$ cat src/design/box_vs_building_table_collision_top_assert.svh
// Assertion macros shared by the collision search RTL.
// Clock and active-low reset are passed in by the caller.
`ifndef BOX_VS_BUILDING_TABLE_COLLISION_TOP_ASSERT_SVH
`define BOX_VS_BUILDING_TABLE_COLLISION_TOP_ASSERT_SVH

`ifndef ASSERT_OFF

`define BVB_ASSERT_ALWAYS(label, clk, rst_n, cond) \
	label: assert property (@(posedge clk) disable iff (!rst_n) (cond)) \
		else $error("invariant check failed");

`define BVB_ASSERT_IMP(label, clk, rst_n, ante, cons) \
	label: assert property (@(posedge clk) disable iff (!rst_n) (ante) |-> (cons)) \
		else $error("same-cycle implication failed");

`define BVB_ASSERT_NEXT(label, clk, rst_n, ante, cons) \
	label: assert property (@(posedge clk) disable iff (!rst_n) (ante) |=> (cons)) \
		else $error("next-cycle implication failed");

`else

`define BVB_ASSERT_ALWAYS(label, clk, rst_n, cond)
`define BVB_ASSERT_IMP(label, clk, rst_n, ante, cons)
`define BVB_ASSERT_NEXT(label, clk, rst_n, ante, cons)

`endif

`endif

$ cat src/design/bvb_pkg.sv
// Shared types and constants for the box versus building table search.
// No dependencies.
`timescale 1ns / 1ps

package bvb_pkg;

	localparam int ENTRIES    = 256;
	localparam int TILE_UNITS = 128;

	// cell index width: wide enough for the table and for the 9-bit skip index
	localparam int CIDX_W = ($clog2(ENTRIES) > 9) ? $clog2(ENTRIES) : 9;

	// world coordinate width: (tile - w/2) is 13 bits signed, scaled by TILE_UNITS,
	// plus room for the upper corner; never narrower than a sign-extended query
	localparam int CW_RAW = 13 + $clog2(TILE_UNITS) + 2;
	localparam int CW     = (CW_RAW > 22) ? CW_RAW : 22;

	localparam logic MODE_WRITE = 1'b0;
	localparam logic MODE_QUERY = 1'b1;

	typedef logic signed [CW-1:0] coord_t;

	typedef enum logic [1:0] {
		ST_IDLE,
		ST_SCAN,
		ST_DONE
	} state_t;

	// entry load broadcast to all cells
	typedef struct packed {
		logic [CIDX_W-1:0] idx;
		logic              on;
		coord_t            lx;
		coord_t            ly;
		coord_t            ux;
		coord_t            uy;
	} wr_t;

	// query broadcast to all cells
	typedef struct packed {
		coord_t            min_x;
		coord_t            min_y;
		coord_t            max_x;
		coord_t            max_y;
		logic              skip_en;
		logic [CIDX_W-1:0] skip_idx;
	} qry_t;

	// scan token handed from cell to cell
	typedef struct packed {
		logic       act;
		logic       found;
		logic [7:0] idx;
	} tok_t;

endpackage

$ cat src/design/bvb_cell.sv
// One table slot: holds an entry's world-unit box and checks the passing query.
// Depends on bvb_pkg and the assertion macro header.
`timescale 1ns / 1ps
`include "box_vs_building_table_collision_top_assert.svh"

module bvb_cell import bvb_pkg::*; (
	input  logic              clk,
	input  logic              arst_n,
	input  logic [CIDX_W-1:0] cell_index,
	input  logic              wr_en,
	input  wr_t               wr,
	input  qry_t              qry,
	input  tok_t              tok_in,
	output tok_t              tok_out
);

	logic   valid_q;
	coord_t lx_q, ly_q, ux_q, uy_q;
	logic   act_q, found_q;
	logic [7:0] idx_q;

	logic wr_sel;
	logic overlap;
	logic match;

	assign wr_sel = wr_en && (wr.idx == cell_index);

	assign overlap = (qry.max_x >= lx_q) && (qry.max_y >= ly_q) &&
		(qry.min_x <= ux_q) && (qry.min_y <= uy_q);

	assign match = valid_q && overlap && !(qry.skip_en && (qry.skip_idx == cell_index));

	always_ff @(posedge clk or negedge arst_n) begin
		if (!arst_n) begin
			valid_q <= 1'b0;
			act_q   <= 1'b0;
			found_q <= 1'b0;
		end else begin
			if (wr_sel) begin
				valid_q <= wr.on;
			end
			act_q   <= tok_in.act;
			found_q <= tok_in.act && (tok_in.found || match);
		end
	end

	always_ff @(posedge clk) begin
		if (wr_sel) begin
			lx_q <= wr.lx;
			ly_q <= wr.ly;
			ux_q <= wr.ux;
			uy_q <= wr.uy;
		end
		// earlier hit wins; otherwise take this slot on a match
		if (tok_in.found || !match) begin
			idx_q <= tok_in.idx;
		end else begin
			idx_q <= cell_index[7:0];
		end
	end

	assign tok_out.act   = act_q;
	assign tok_out.found = found_q;
	assign tok_out.idx   = idx_q;

	`BVB_ASSERT_IMP(a_found_with_token, clk, arst_n, found_q, act_q)
	`BVB_ASSERT_NEXT(a_hit_sticks, clk, arst_n, tok_in.act && tok_in.found, found_q)
	`BVB_ASSERT_NEXT(a_first_hit_kept, clk, arst_n, tok_in.act && tok_in.found,
		idx_q == $past(tok_in.idx))

endmodule
$ cat config.mk
export PLATFORM = sky130hd
export DESIGN_NAME = bvb_cell
export DESIGN_NICKNAME = d
export VERILOG_FILES = /design/src/design/bvb_pkg.sv /design/src/design/bvb_cell.sv
export VERILOG_INCLUDE_DIRS = /design/src /design/src/design
export SDC_FILE = /design/constraint.sdc
export NUM_CORES = 1
export LEC_CHECK = 0
export BUFFER_PORTS_ARGS = -buffer_cell sky130_fd_sc_hd__buf_2
export CAP_MARGIN = 20
export CORE_ASPECT_RATIO = 0.8
export CORE_MARGIN = 1.5
export CORE_UTILIZATION = 35
export DETAILED_ROUTE_END_ITERATION = 8
export GPL_TIMING_DRIVEN = 0
export SLEW_MARGIN = 20
export SYNTH_ARGS = -nofsm -noshare
export SYNTH_HDL_FRONTEND = slang
export SYNTH_SLANG_ARGS = --single-unit
export TNS_END_PERCENT = 10
$ cat constraint.sdc
create_clock -name clk -period 3.5 [get_ports clk]
set_clock_uncertainty 0.15 [all_clocks]
set_input_delay 0 -clock clk [delete_from_list [all_inputs] [get_ports clk]]
set_output_delay 0 -clock clk [all_outputs]
set_load 0.1 [all_outputs]
==> key figures, run 1 <==
Logic synthesis
  • Post-Syn Nets: 763
  • Synth cell count leaders: inv_1, edfxtp_1, ha_1, a21oi_1, nand2_1
  • Main combinational cell family by area after synthesis: adder cells
  • Most common cell in the netlist: inv_1
  • Synth Register Bits: 99
  • Register area share after synthesis: 0.517
  • Ranking of synthesized cells by area: edfxtp_1, ha_1, inv_1
  • Post-synth cell types: 45
  • Post-Syn Instances: 457
  • XOR/XNOR Fraction of Synth Area: 0.0299
  • Ys async rst share: 0.0303
  • Largest area contributor in the netlist: edfxtp_1
  • Top_reg_cell synth: edfxtp_1
  • Cell Area, Synth: 5560 µm²
  • Synthesized area per cell: 12.2 µm²
  • Syn. warnings: 0
  • Post-synthesis simple-gate area fraction: 0.0785
  • Post-synth EDFFs: 88
  • Complex-gate fraction of the synthesized area: 0.0832
  • Share of the synthesized area in the top cell type: 0.475
  • Mux cell area share after synthesis: 0.0254
  • Adder-cell share of the synthesized area: 0.198

Timing
  • Final worst slack: 0.287 ns
  • Final setup vio count: 0
  • Relative slew slack: 0.476
  • Worst hold slack: 0.0560 ns
  • Unrepaired setup endpoints after global routing: false
  • Final period utilization: 0.918
  • Max-slew violations: 0
  • Achievable frequency: 0.311 GHz
  • Worst Tran Pin Value: 0.784 ns
  • Final-report hold violation count: 0
  • Min Clock Period, post-route: 3.21 ns

Clock tree
  • H-tree levels: 3
  • Clock Tree Buf Depth: 2
  • Skew-Pair Late Insertion Delay: 0.34 ns
  • CTS Buf Count: 9
  • Clk sink count: 99
  • Clock root buffer: clkbuf_16
  • CTS tree: yes
  • Clock transition at the registers of the reported paths: 0.07 ns
  • Setup Buffers After CTS: 0

Global routing
  • Grt met3 use: 0.0566
  • First-pass GRT wire length: 22100 µm
  • GR peak layer: met2
  • Vias in the first global route: 4988
  • Gr usage total: 0.172
  • Largest net degree at the start of global routing: 17
  • Remaining global-route overflow: 0
  • GRT met2 Usage: 0.320
  • Met1 Use GR: 0.180
  • Initial antenna violation count: 1

Die
  • I/O pin count: 228
  • Die X: 144 µm
  • DIE HEIGHT: 116 µm
  • # rows: 41
  • Core ar.: 15600 µm²
  • Die area: 16700 µm²
  • Initial Utilization: 0.355

Setup path
  • Setup CP Type: flop to flop
  • CP max FO: 8
  • Endpoint class of the critical path: flop
  • Worst-path cell chain: inv_1 -> ha_1 -> nand4_1 -> nor4_4 -> o32ai_2 -> mux2i_1 -> a32oi_1 -> o21ai_1 -> or4_4 -> buf_6 -> mux2_4
  • Critical path arrival: 3.29 ns
  • Crit path max-delay family: simple AND/OR/NAND/NOR gates
  • Critical Path Start Type: flop
  • Critical path's largest stage delay: 0.44 ns
  • CP bufs+invs: 2
  • Worst endpoint required time: 3.58 ns
  • Max stage delay cell, worst path: or4_4

Finish
  • Area grow syn2layout: 52.5%
  • Layout net count: 1117
  • Final core utilization: 0.542
  • Design Area, Final: 8480 µm²
  • Ant diodes: 0
  • Share of layout cells above drive strength 1: 0.327

Detailed routing
  • Drt wl/cell: 13.5 µm
  • Remaining antenna violation count: 0
  • Vias per cell: 4.44
  • Routed via count: 4576
  • Initial DRC count: 95
  • Final WL: 13900 µm
  • Drt drc: 0
  • Drt pass-1 iters: 4

Placed design
  • # port buffers: 227
  • Placer Congestion: 0.900
  • DP Area: 7060 µm²
  • DPL Wire Length: 10700 µm
  • DP Worst Slack: 0.212 ns

Pwr
  • Sw Ratio: 0.226
  • P_int: 0.00213 W
  • Pwr dens: 324 nW/µm²
  • Clock share of power: 0.371
  • Combinational share of power: 0.157
  • Tot Pwr: 0.00275 W
  • VDD IR-drop max: 0.000266 V
  • Sequential Power Share: 0.472
  • P_leak: 4.09 nW
  • Switching Power: 0.000622 W

Hold path
  • Hold WC Path Type: input pin to flop

Outcome
  • Status: finished, final reports clean

Run
  • Max-Cap Viols: 0
==> power groups by stage <==
stage / logic (W) / registers [W] / clock network (W)
after floorplan: 0.000128 / 0.00136 / 0
after global placement: 0.000321 / 0.00132 / 0
after detailed placement: 0.000333 / 0.00132 / 0
after CTS: 0.000430 / 0.00129 / 0.00106
after global routing: 0.000477 / 0.00130 / 0.00110
final: 0.000431 / 0.00130 / 0.00102
==> flip-flops by register name, summed over array words and instances, names as in the netlist <==
| name | flops |
|---|---|
| act_q | 1 |
| found_q | 1 |
| idx_q | 8 |
| lx_q | 22 |
| ly_q | 22 |
| ux_q | 22 |
| uy_q | 22 |
| valid_q | 1 |
==> per-layer routing <==
metal / vias to the layer above / part of all wire
met3: 27 / 0.070
met4: 2 / 0.021
met1: 2045 / 0.39
met2: 156 / 0.51
li1: 2346 / -
met5: - / 0.00094
==> through the flow <==
stage,setup TNS [ns],instances
after floorplan,0,457
after global placement,-69.43,899
after detailed placement,0,905
after CTS,0,1031
after global routing,0,1031
final,0,1031
==> repair_timing <==
item,CTS,global route
endpoints found under the setup margin,0,8
hold buffers,110,0
hold endpoints to repair,114,0
gates resized for setup,0,1
==> final timing paths <==
kind | endpoint | start | slack (ns) | depth (start not counted)
max in group asynchronous | found_q | arst_n | 2.63 | 3
setup reg to reg | idx_q[3] | ly_q[17] | 0.29 | 11
setup / recovery | idx_q[3] | ly_q[17] | 0.29 | 11
hold / removal | uy_q[15] | wr[91] | 0.06 | 4
min in group asynchronous | valid_q | arst_n | 0.41 | 3
hold reg to reg | valid_q | valid_q | 0.36 | 1
==> worst register-to-register path: cells and delay by family (launching register included) <==
| family | cells | cell delay, ns |
|---|---|---|
| AOI/OAI and AO/OA | 3 | 0.66 |
| adders and majority gates | 1 | 0.30 |
| buffers and inverters | 2 | 0.21 |
| DFF | 1 | 0.32 |
| muxes | 2 | 0.47 |
| and+or+nand+nor | 3 | 1.00 |
==> kinds of logic after synthesis <==
family / Yosys count
and+or+nand+nor: 75
buffers and inverters: 96
muxes: 10
adders and majority gates: 88
xor gates and xnor gates: 19
DFF: 99
AOI/OAI and AO/OA: 70
==> layout make-up <==
type	count	area, µm²
flip-flops and latches	99	2880
clock inverters	4	27.5
clock buffers	12	289
repair buffers	343	2320
well taps	215	269
inverters	93	349
fillers	1314	7160
multi-input cells	262	2320
plain buffers	3	26.3
==> cell usage in the layout (no fill, tap or decap), types with 3 or more instances in the layout <==
| master | Yosys | layout |
|---|---|---|
| o21ai_0 | 8 | 8 |
| nand4_1 | 15 | 15 |
| nand3_1 | 8 | 8 |
| buf_8 | 0 | 5 |
| dlygate4sd3_1 | 0 | 110 |
| dfrtp_1 | 3 | 3 |
| nor3_1 | 6 | 5 |
| a21oi_1 | 26 | 26 |
| and4_1 | 6 | 6 |
| nand2_1 | 19 | 19 |
| nand2b_1 | 5 | 5 |
| a21o_1 | 10 | 10 |
| ha_1 | 88 | 88 |
| dfxtp_1 | 8 | 8 |
| nor4_1 | 3 | 3 |
| nor2_1 | 7 | 7 |
| buf_2 | 0 | 227 |
| mux2_4 | 8 | 8 |
| clkbuf_16 | 0 | 11 |
| o21a_1 | 5 | 5 |
| a221oi_1 | 3 | 3 |
| xnor2_1 | 14 | 14 |
| edfxtp_1 | 88 | 88 |
| inv_1 | 93 | 93 |
| xor2_1 | 5 | 5 |
| o211ai_1 | 3 | 3 |
(Power assumes the default switching activity.)
==> run 2: changes to the inputs <==
--- a/config.mk
+++ b/config.mk
@@ -13,6 +13,7 @@
 export CORE_UTILIZATION = 35
 export DETAILED_ROUTE_END_ITERATION = 8
 export GPL_TIMING_DRIVEN = 0
+export PLACE_DENSITY = 0.65
 export SLEW_MARGIN = 20
 export SYNTH_ARGS = -nofsm -noshare
 export SYNTH_HDL_FRONTEND = slang
==> run 2 against run 1 <==
  * Global-route usage rose by 0.79 points
  * Die area did not move
  * Flip-flop and latch count did not move
  * First-iteration DRC count rose by 35%
  * Total power rose by 0.46%
  * Critical path depth did not move
  * Non-clock buffer count did not move
  * Largest power group unchanged
  * Sequential power barely moved
  * Core utilization barely moved
  * Sequential share of layout area barely moved
  * Fmax rose by 1.5%
  * Final area barely moved
==> key figures, run 2 (same netlist as run 1, synthesis figures left out) <==
Global routing
  • Vias in the first global route: 4942 (-0.92%)
  • First-pass GRT wire length: 22500 µm (+2.2%)
  • Initial antenna violation count: 0 (-1)
  • Largest net degree at the start of global routing: 18 (+1)
  • Remaining global-route overflow: 0 (unchanged)
  • Gr usage total: 0.179 (+0.00792)

Clock tree
  • Skew-Pair Late Insertion Delay: 0.35 ns (about the same)
  • H-tree levels: 3 (unchanged)
  • Clock root buffer: clkbuf_16
  • Clk sink count: 99 (unchanged)
  • Clock Tree Buf Depth: 2 (unchanged)
  • CTS Buf Count: 9 (unchanged)
  • CTS tree: yes
  • Clock transition at the registers of the reported paths: 0.08 ns (about the same)

Pwr
  • Pwr dens: 325 nW/µm² (+0.49%)
  • Switching Power: 0.000649 W (+4.3%)
  • Clock share of power: 0.374 (+0.003)
  • VDD IR-drop max: 0.000203 V (-24%)
  • P_int: 0.00211 W (-0.68%)
  • Combinational share of power: 0.157 (about the same)
  • P_leak: 4.09 nW (about the same)
  • Sw Ratio: 0.235 (+0.00877)
  • Tot Pwr: 0.00276 W (+0.46%)
  • Sequential Power Share: 0.469 (-0.003)

Setup path
  • Max stage delay cell, worst path: or4_4
  • Critical path arrival: 3.26 ns (-0.03 ns)
  • Critical Path Start Type: flop
  • Worst endpoint required time: 3.59 ns (about the same)
  • Endpoint class of the critical path: flop
  • Crit path max-delay family: simple AND/OR/NAND/NOR gates
  • Critical path's largest stage delay: 0.44 ns (about the same)
  • CP bufs+invs: 2 (unchanged)
  • Setup CP Type: flop to flop
  • CP max FO: 8 (unchanged)
  • Worst-path cell chain: inv_1 -> ha_1 -> nand4_1 -> nor4_4 -> o32ai_2 -> mux2i_1 -> a32oi_1 -> o21ai_1 -> or4_4 -> buf_6 -> mux2_4

Finish
  • Commonest non-fill, non-tap cell in the layout: buf_2
  • Post-Layout Cell Count: 1031 (unchanged)
  • Ant diodes: 0 (unchanged)
  • Area grow syn2layout: 52.5% (about the same)
  • Design Area, Final: 8480 µm² (about the same)
  • Layout net count: 1117 (unchanged)
  • Commonest non-fill, non-tap cells in the layout: buf_2, dlygate4sd3_1, inv_1
  • Share of layout cells above drive strength 1: 0.328 (+0.00123)

Timing
  • Worst Tran Pin Value: 0.812 ns (+0.0280 ns)
  • Achievable frequency: 0.316 GHz (+1.5%)
  • Min Clock Period, post-route: 3.17 ns (-0.0463 ns)
  • Setup TNS: 0 ns (unchanged)
  • Max-slew violations: 0 (unchanged)
  • Unrepaired setup endpoints after global routing: false
  • Final period utilization: 0.905 (-0.0132)
  • Relative slew slack: 0.445 (-0.0310)
  • Final setup vio count: 0 (unchanged)
  • Final-report hold violation count: 0 (unchanged)

Die
  • DIE HEIGHT: 116 µm (unchanged)
  • Die area: 16700 µm² (unchanged)
  • Die X: 144 µm (unchanged)
  • # rows: 41 (unchanged)
  • Core ar.: 15600 µm² (unchanged)
  • Initial Utilization: 0.355 (unchanged)
  • I/O pin count: 228 (unchanged)

Detailed routing
  • Initial DRC count: 128 (+35%)
  • Drt pass-1 iters: 4 (unchanged)
  • Final WL: 14800 µm (+6.2%)
  • Routed via count: 4626 (+1.1%)
  • Drt drc: 0 (unchanged)
  • Drt wl/cell: 14.3 µm (+6.2%)
  • Vias per cell: 4.49 (+1.1%)
  • Remaining antenna violation count: 0 (unchanged)

Placed design
  • # placed instances: 905 (unchanged)
  • # port buffers: 227 (unchanged)
  • DPL Wire Length: 11000 µm (+2.5%)
  • Placer Congestion: 0.854 (-5.1%)
  • DP Area: 7060 µm² (unchanged)

Run
  • Max-Cap Viols: 0 (unchanged)

Hold path
  • Hold WC Path Type: input pin to flop

Outcome
  • Status: finished, final reports clean
==> run 2: cell count changes in the layout (fill, tap and decap cells not counted) <==
| cell | change |
|---|---|
| inv_6 | +1 |
| clkinvlp_4 | -1 |
| clkinv_1 | -1 |
| clkinv_4 | +1 |
| clkbuf_8 | -1 |
| clkinv_2 | +1 |
==> run 2: worst paths after layout <==
check,startpoint,end,slack (ns),cells past startpoint
max reg2reg,ly_q[17],idx_q[2],0.33,11
min in group asynchronous,arst_n,found_q,0.38,3
max,ly_q[17],idx_q[2],0.33,11
min,wr[95],lx_q[13],0.06,4
min reg2reg,valid_q,valid_q,0.41,1
max in group asynchronous,arst_n,act_q,2.67,3
==> run 2: what timing repair did <==
action,in CTS,in global routing
endpoints found under the setup margin,0,8
hold buffers,110,0
endpoints found under the hold margin,113,0
buffers inserted,0,0
gates resized for setup,0,1
==> run 2: layout make-up <==
class / count / area [µm²]
fillers: 1341 / 7170
flip-flops and latches: 99 / 2880
repair buffers: 343 / 2320
multi-input cells: 262 / 2320
inverters: 93 / 349
clock buffers: 11 / 275
well taps: 215 / 269
clock inverters: 5 / 38.8
plain buffers: 3 / 26.3
==> run 2: routing by layer <==
metal	vias up	GRT usage	part of all wire
li1	2349	-	-
met1	2098	0.187	0.40
met4	0	0.0680	0.020
met3	21	0.0566	0.070
met5	-	0	0
met2	158	0.337	0.51
==> run 2: worst min-delay path: stages <==
cell and delay, ns:
buf_2 0.08, xnor2_1 0.06, nand4_1 0.11, nor3_4 0.12
==> run 2: power groups by stage <==
| stage | clock [W] | sequential [W] | combinational (W) |
|---|---|---|---|
| after floorplan | 0 | 0.00136 | 0.000128 |
| after global placement | 0 | 0.00132 | 0.000320 |
| after detailed placement | 0 | 0.00132 | 0.000333 |
| after CTS | 0.00107 | 0.00129 | 0.000431 |
| after global routing | 0.00110 | 0.00130 | 0.000476 |
| final | 0.00103 | 0.00130 | 0.000433 |
==> run 2: metrics by stage <==
step           hold slack, ns  utilization  worst slack (ns)
3_3_place_gp           -0.356        0.446            -0.824
3_5_place_dp           -0.351        0.451             0.197
5_1_grt                0.0741        0.542            0.0384
2_1_floorplan          -0.446            -             0.302
6_report               0.0646        0.542             0.333
4_1_cts                0.0425        0.542             0.178
==> run 3: changes to the inputs <==
--- a/config.mk
+++ b/config.mk
@@ -6,14 +6,14 @@
 export SDC_FILE = /design/constraint.sdc
 export NUM_CORES = 1
 export LEC_CHECK = 0
-export BUFFER_PORTS_ARGS = -buffer_cell sky130_fd_sc_hd__buf_2
 export CAP_MARGIN = 20
 export CORE_ASPECT_RATIO = 0.8
 export CORE_MARGIN = 1.5
 export CORE_UTILIZATION = 35
 export DETAILED_ROUTE_END_ITERATION = 8
+export DONT_BUFFER_PORTS = 1
 export GPL_TIMING_DRIVEN = 0
-export PLACE_DENSITY = 0.65
+export PLACE_DENSITY = 0.53
 export SLEW_MARGIN = 20
 export SYNTH_ARGS = -nofsm -noshare
 export SYNTH_HDL_FRONTEND = slang
==> constraint.sdc (replaced) <==
create_clock -name clk -period 3.5 [get_ports clk]
set_clock_uncertainty 0.15 [all_clocks]
set_input_delay 0 -clock clk [delete_from_list [all_inputs] [get_ports clk]]
set_output_delay 0 -clock clk [all_outputs]
set_load 0.01 [all_outputs]
==> run 3 against run 2 <==
  * Final area decreased by 13%
  * First-iteration DRC count decreased by 34%
  * Core utilization decreased by 7.1 points
  * Clock-buffer cell count decreased by 2
  * Register-to-register slack got worse by 0.09 ns
  * Die area unchanged
  * Critical path type unchanged
  * Critical endpoint is now idx_q[3]
==> key figures, run 3 (same netlist as run 1, synthesis figures left out) <==
Setup path
  • Cells on worst reg2reg path: 11 (unchanged)
  • Worst endpoint required time: 3.59 ns (about the same)
  • Critical Path Start Type: flop
  • Endpoint class of the critical path: flop
  • Setup CP Type: flop to flop
  • CP max FO: 8 (unchanged)
  • Critical path arrival: 3.34 ns (+0.08 ns)

Global routing
  • First-pass GRT wire length: 19200 µm (-15%)
  • Initial antenna violation count: 0 (unchanged)
  • Gr usage total: 0.153 (-0.0263)
  • GRT met2 Usage: 0.263 (-0.0743)
  • Remaining global-route overflow: 0 (unchanged)
  • Met1 Use GR: 0.173 (-0.0138)
  • Vias in the first global route: 4038 (-18%)
  • Largest net degree at the start of global routing: 21 (+3)
  • Grt met3 use: 0.0545 (-0.00207)
  • GR peak layer: met2

Finish
  • Ant diodes: 0 (unchanged)
  • Area grow syn2layout: 32.6%
  • Layout net count: 893 (-20%)
  • Commonest non-fill, non-tap cell in the layout: dlygate4sd3_1
  • Commonest non-fill, non-tap cells in the layout: dlygate4sd3_1, inv_1, ha_1, edfxtp_1, a21oi_1
  • # fillers: 1410 (+5.1%)
  • Post-Layout Cell Count: 807 (-22%)
  • Share of layout cells above drive strength 1: 0.0693 (-0.259)

Die
  • Die area: 16700 µm² (unchanged)
  • Core ar.: 15600 µm² (unchanged)
  • DIE HEIGHT: 116 µm (unchanged)
  • Initial Utilization: 0.355 (unchanged)
  • # rows: 41 (unchanged)
  • I/O pin count: 228 (unchanged)
  • Die X: 144 µm (unchanged)

Timing
  • Relative slew slack: 0.604 (+0.159)
  • Worst Tran Pin Value: 0.592 ns (-0.220 ns)
  • Min Clock Period, post-route: 3.25 ns (+0.0851 ns)
  • Unrepaired setup endpoints after global routing: false
  • Achievable frequency: 0.307 GHz (-2.6%)
  • Max-slew violations: 0 (unchanged)
  • Final period utilization: 0.929 (+0.0243)
  • Final setup vio count: 0 (unchanged)
  • Final worst slack: 0.248 ns (-0.0851 ns)
  • Final-report hold violation count: 0 (unchanged)

Pwr
  • VDD IR-drop max: 0.000246 V (+21%)
  • Pwr dens: 347 nW/µm² (+6.6%)
  • P_leak: 3.21 nW (-22%)

Placed design
  • # placed instances: 678 (-25%)
  • DP Worst Slack: 0.225 ns (+0.0271 ns)
  • Placer Congestion: 0.738 (-14%)
  • # port buffers: 0 (-100%)
  • DPL Wire Length: 9850 µm (-10%)

Detailed routing
  • Initial DRC count: 85 (-34%)
  • Final WL: 12500 µm (-15%)
  • Vias per cell: 4.71 (+5.0%)
  • Remaining antenna violation count: 0 (unchanged)
  • Routed via count: 3802 (-18%)
  • Drt drc: 0 (unchanged)
  • Drt pass-1 iters: 4 (unchanged)
  • Drt wl/cell: 15.5 µm (+8.5%)

Clock tree
  • H-tree levels: 3 (unchanged)
  • Skew-Pair Late Insertion Delay: 0.35 ns (about the same)
  • Clock Tree Buf Depth: 2 (unchanged)
  • Clock transition at the registers of the reported paths: 0.08 ns (about the same)
  • CTS Buf Count: 9 (unchanged)
  • CTS tree: yes
  • Clock root buffer: clkbuf_16
  • Clk sink count: 99 (unchanged)

Hold path
  • Hold WC Path Type: input pin to flop
  • Hold Path Stages: 4 (unchanged)

Outcome
  • Status: finished, final reports clean

Run
  • Max-Cap Viols: 0 (unchanged)
[run 3: cell count changes in the layout (fill, tap and decap cells not counted), moves of 2 or more]
cell | previous run | this run
buf_2 | 227 | 0
clkinv_8 | 0 | 3
dlygate4sd3_1 | 110 | 113
clkbuf_16 | 11 | 9
[run 3: power by group]
| group | total, W | internal [W] | switching (W) |
|---|---|---|---|
| clock | 0.00101 | 0.000511 | 0.000495 |
| sequential | 0.00130 | 0.00129 | 0.00000611 |
| combinational | 0.000256 | 0.000161 | 0.0000950 |
[run 3: cell type report]
type	count	area (µm²)	share of cell area
Buffer	3	26.3	0.00356
Inverter	93	349	0.0473
Clock inverter	7	86.3	0.0117
Multi-Input combinational cell	262	2320	0.315
Clock buffer	9	225	0.0305
Sequential cell	99	2880	0.390
Timing Repair Buffer	119	1220	0.166
Tap cell	215	269	0.0365
[run 3: worst paths after layout]
| kind | from | to | slack (ns) |
|---|---|---|---|
| min reg2reg | valid_q | valid_q | 0.37 |
| max in group asynchronous | arst_n | valid_q | 2.73 |
| min | wr[97] | uy_q[19] | 0.06 |
| max | ly_q[17] | idx_q[3] | 0.25 |
| max reg2reg | ly_q[17] | idx_q[3] | 0.25 |
| min in group asynchronous | arst_n | act_q | 0.30 |
[run 3: layer usage]
metal  share of wire  wire [µm]
met1            0.40       5060
met2            0.49       6120
met3           0.084       1060
met4           0.023        290
met5               0          0
[run 3: repair_timing]
item,in CTS,in global routing
hold buffers,113,0
hold endpoints to repair,129,0
setup endpoints to repair,0,1
setup buffers,0,0
gates resized for setup,0,1
[run 3: metrics by stage]
step / total power (W) / utilization / hold slack [ns] / cell area (µm²) / setup TNS, ns
5_1_grt: 0.00267 / 0.471 / 0.0507 / 7380 / 0
3_5_place_dp: 0.00148 / 0.379 / -0.445 / 5930 / 0
2_1_floorplan: 0.00144 / - / -0.446 / 5570 / 0
3_3_place_gp: 0.00147 / 0.373 / -0.445 / 5840 / -55.07
4_1_cts: 0.00260 / 0.471 / 0.0358 / 7370 / 0
6_report: 0.00256 / 0.471 / 0.0555 / 7380 / 0
[run 3: critical path, cell delays in order, from the launching register on]
cell,delay [ns]
edfxtp_1,0.32
inv_1,0.04
ha_1,0.30
nand4_1,0.23
nor4_4,0.33
o32ai_2,0.14
mux2i_1,0.17
a32oi_1,0.35
o21ai_1,0.19
or4_4,0.44
buf_6,0.17
mux2_4,0.30
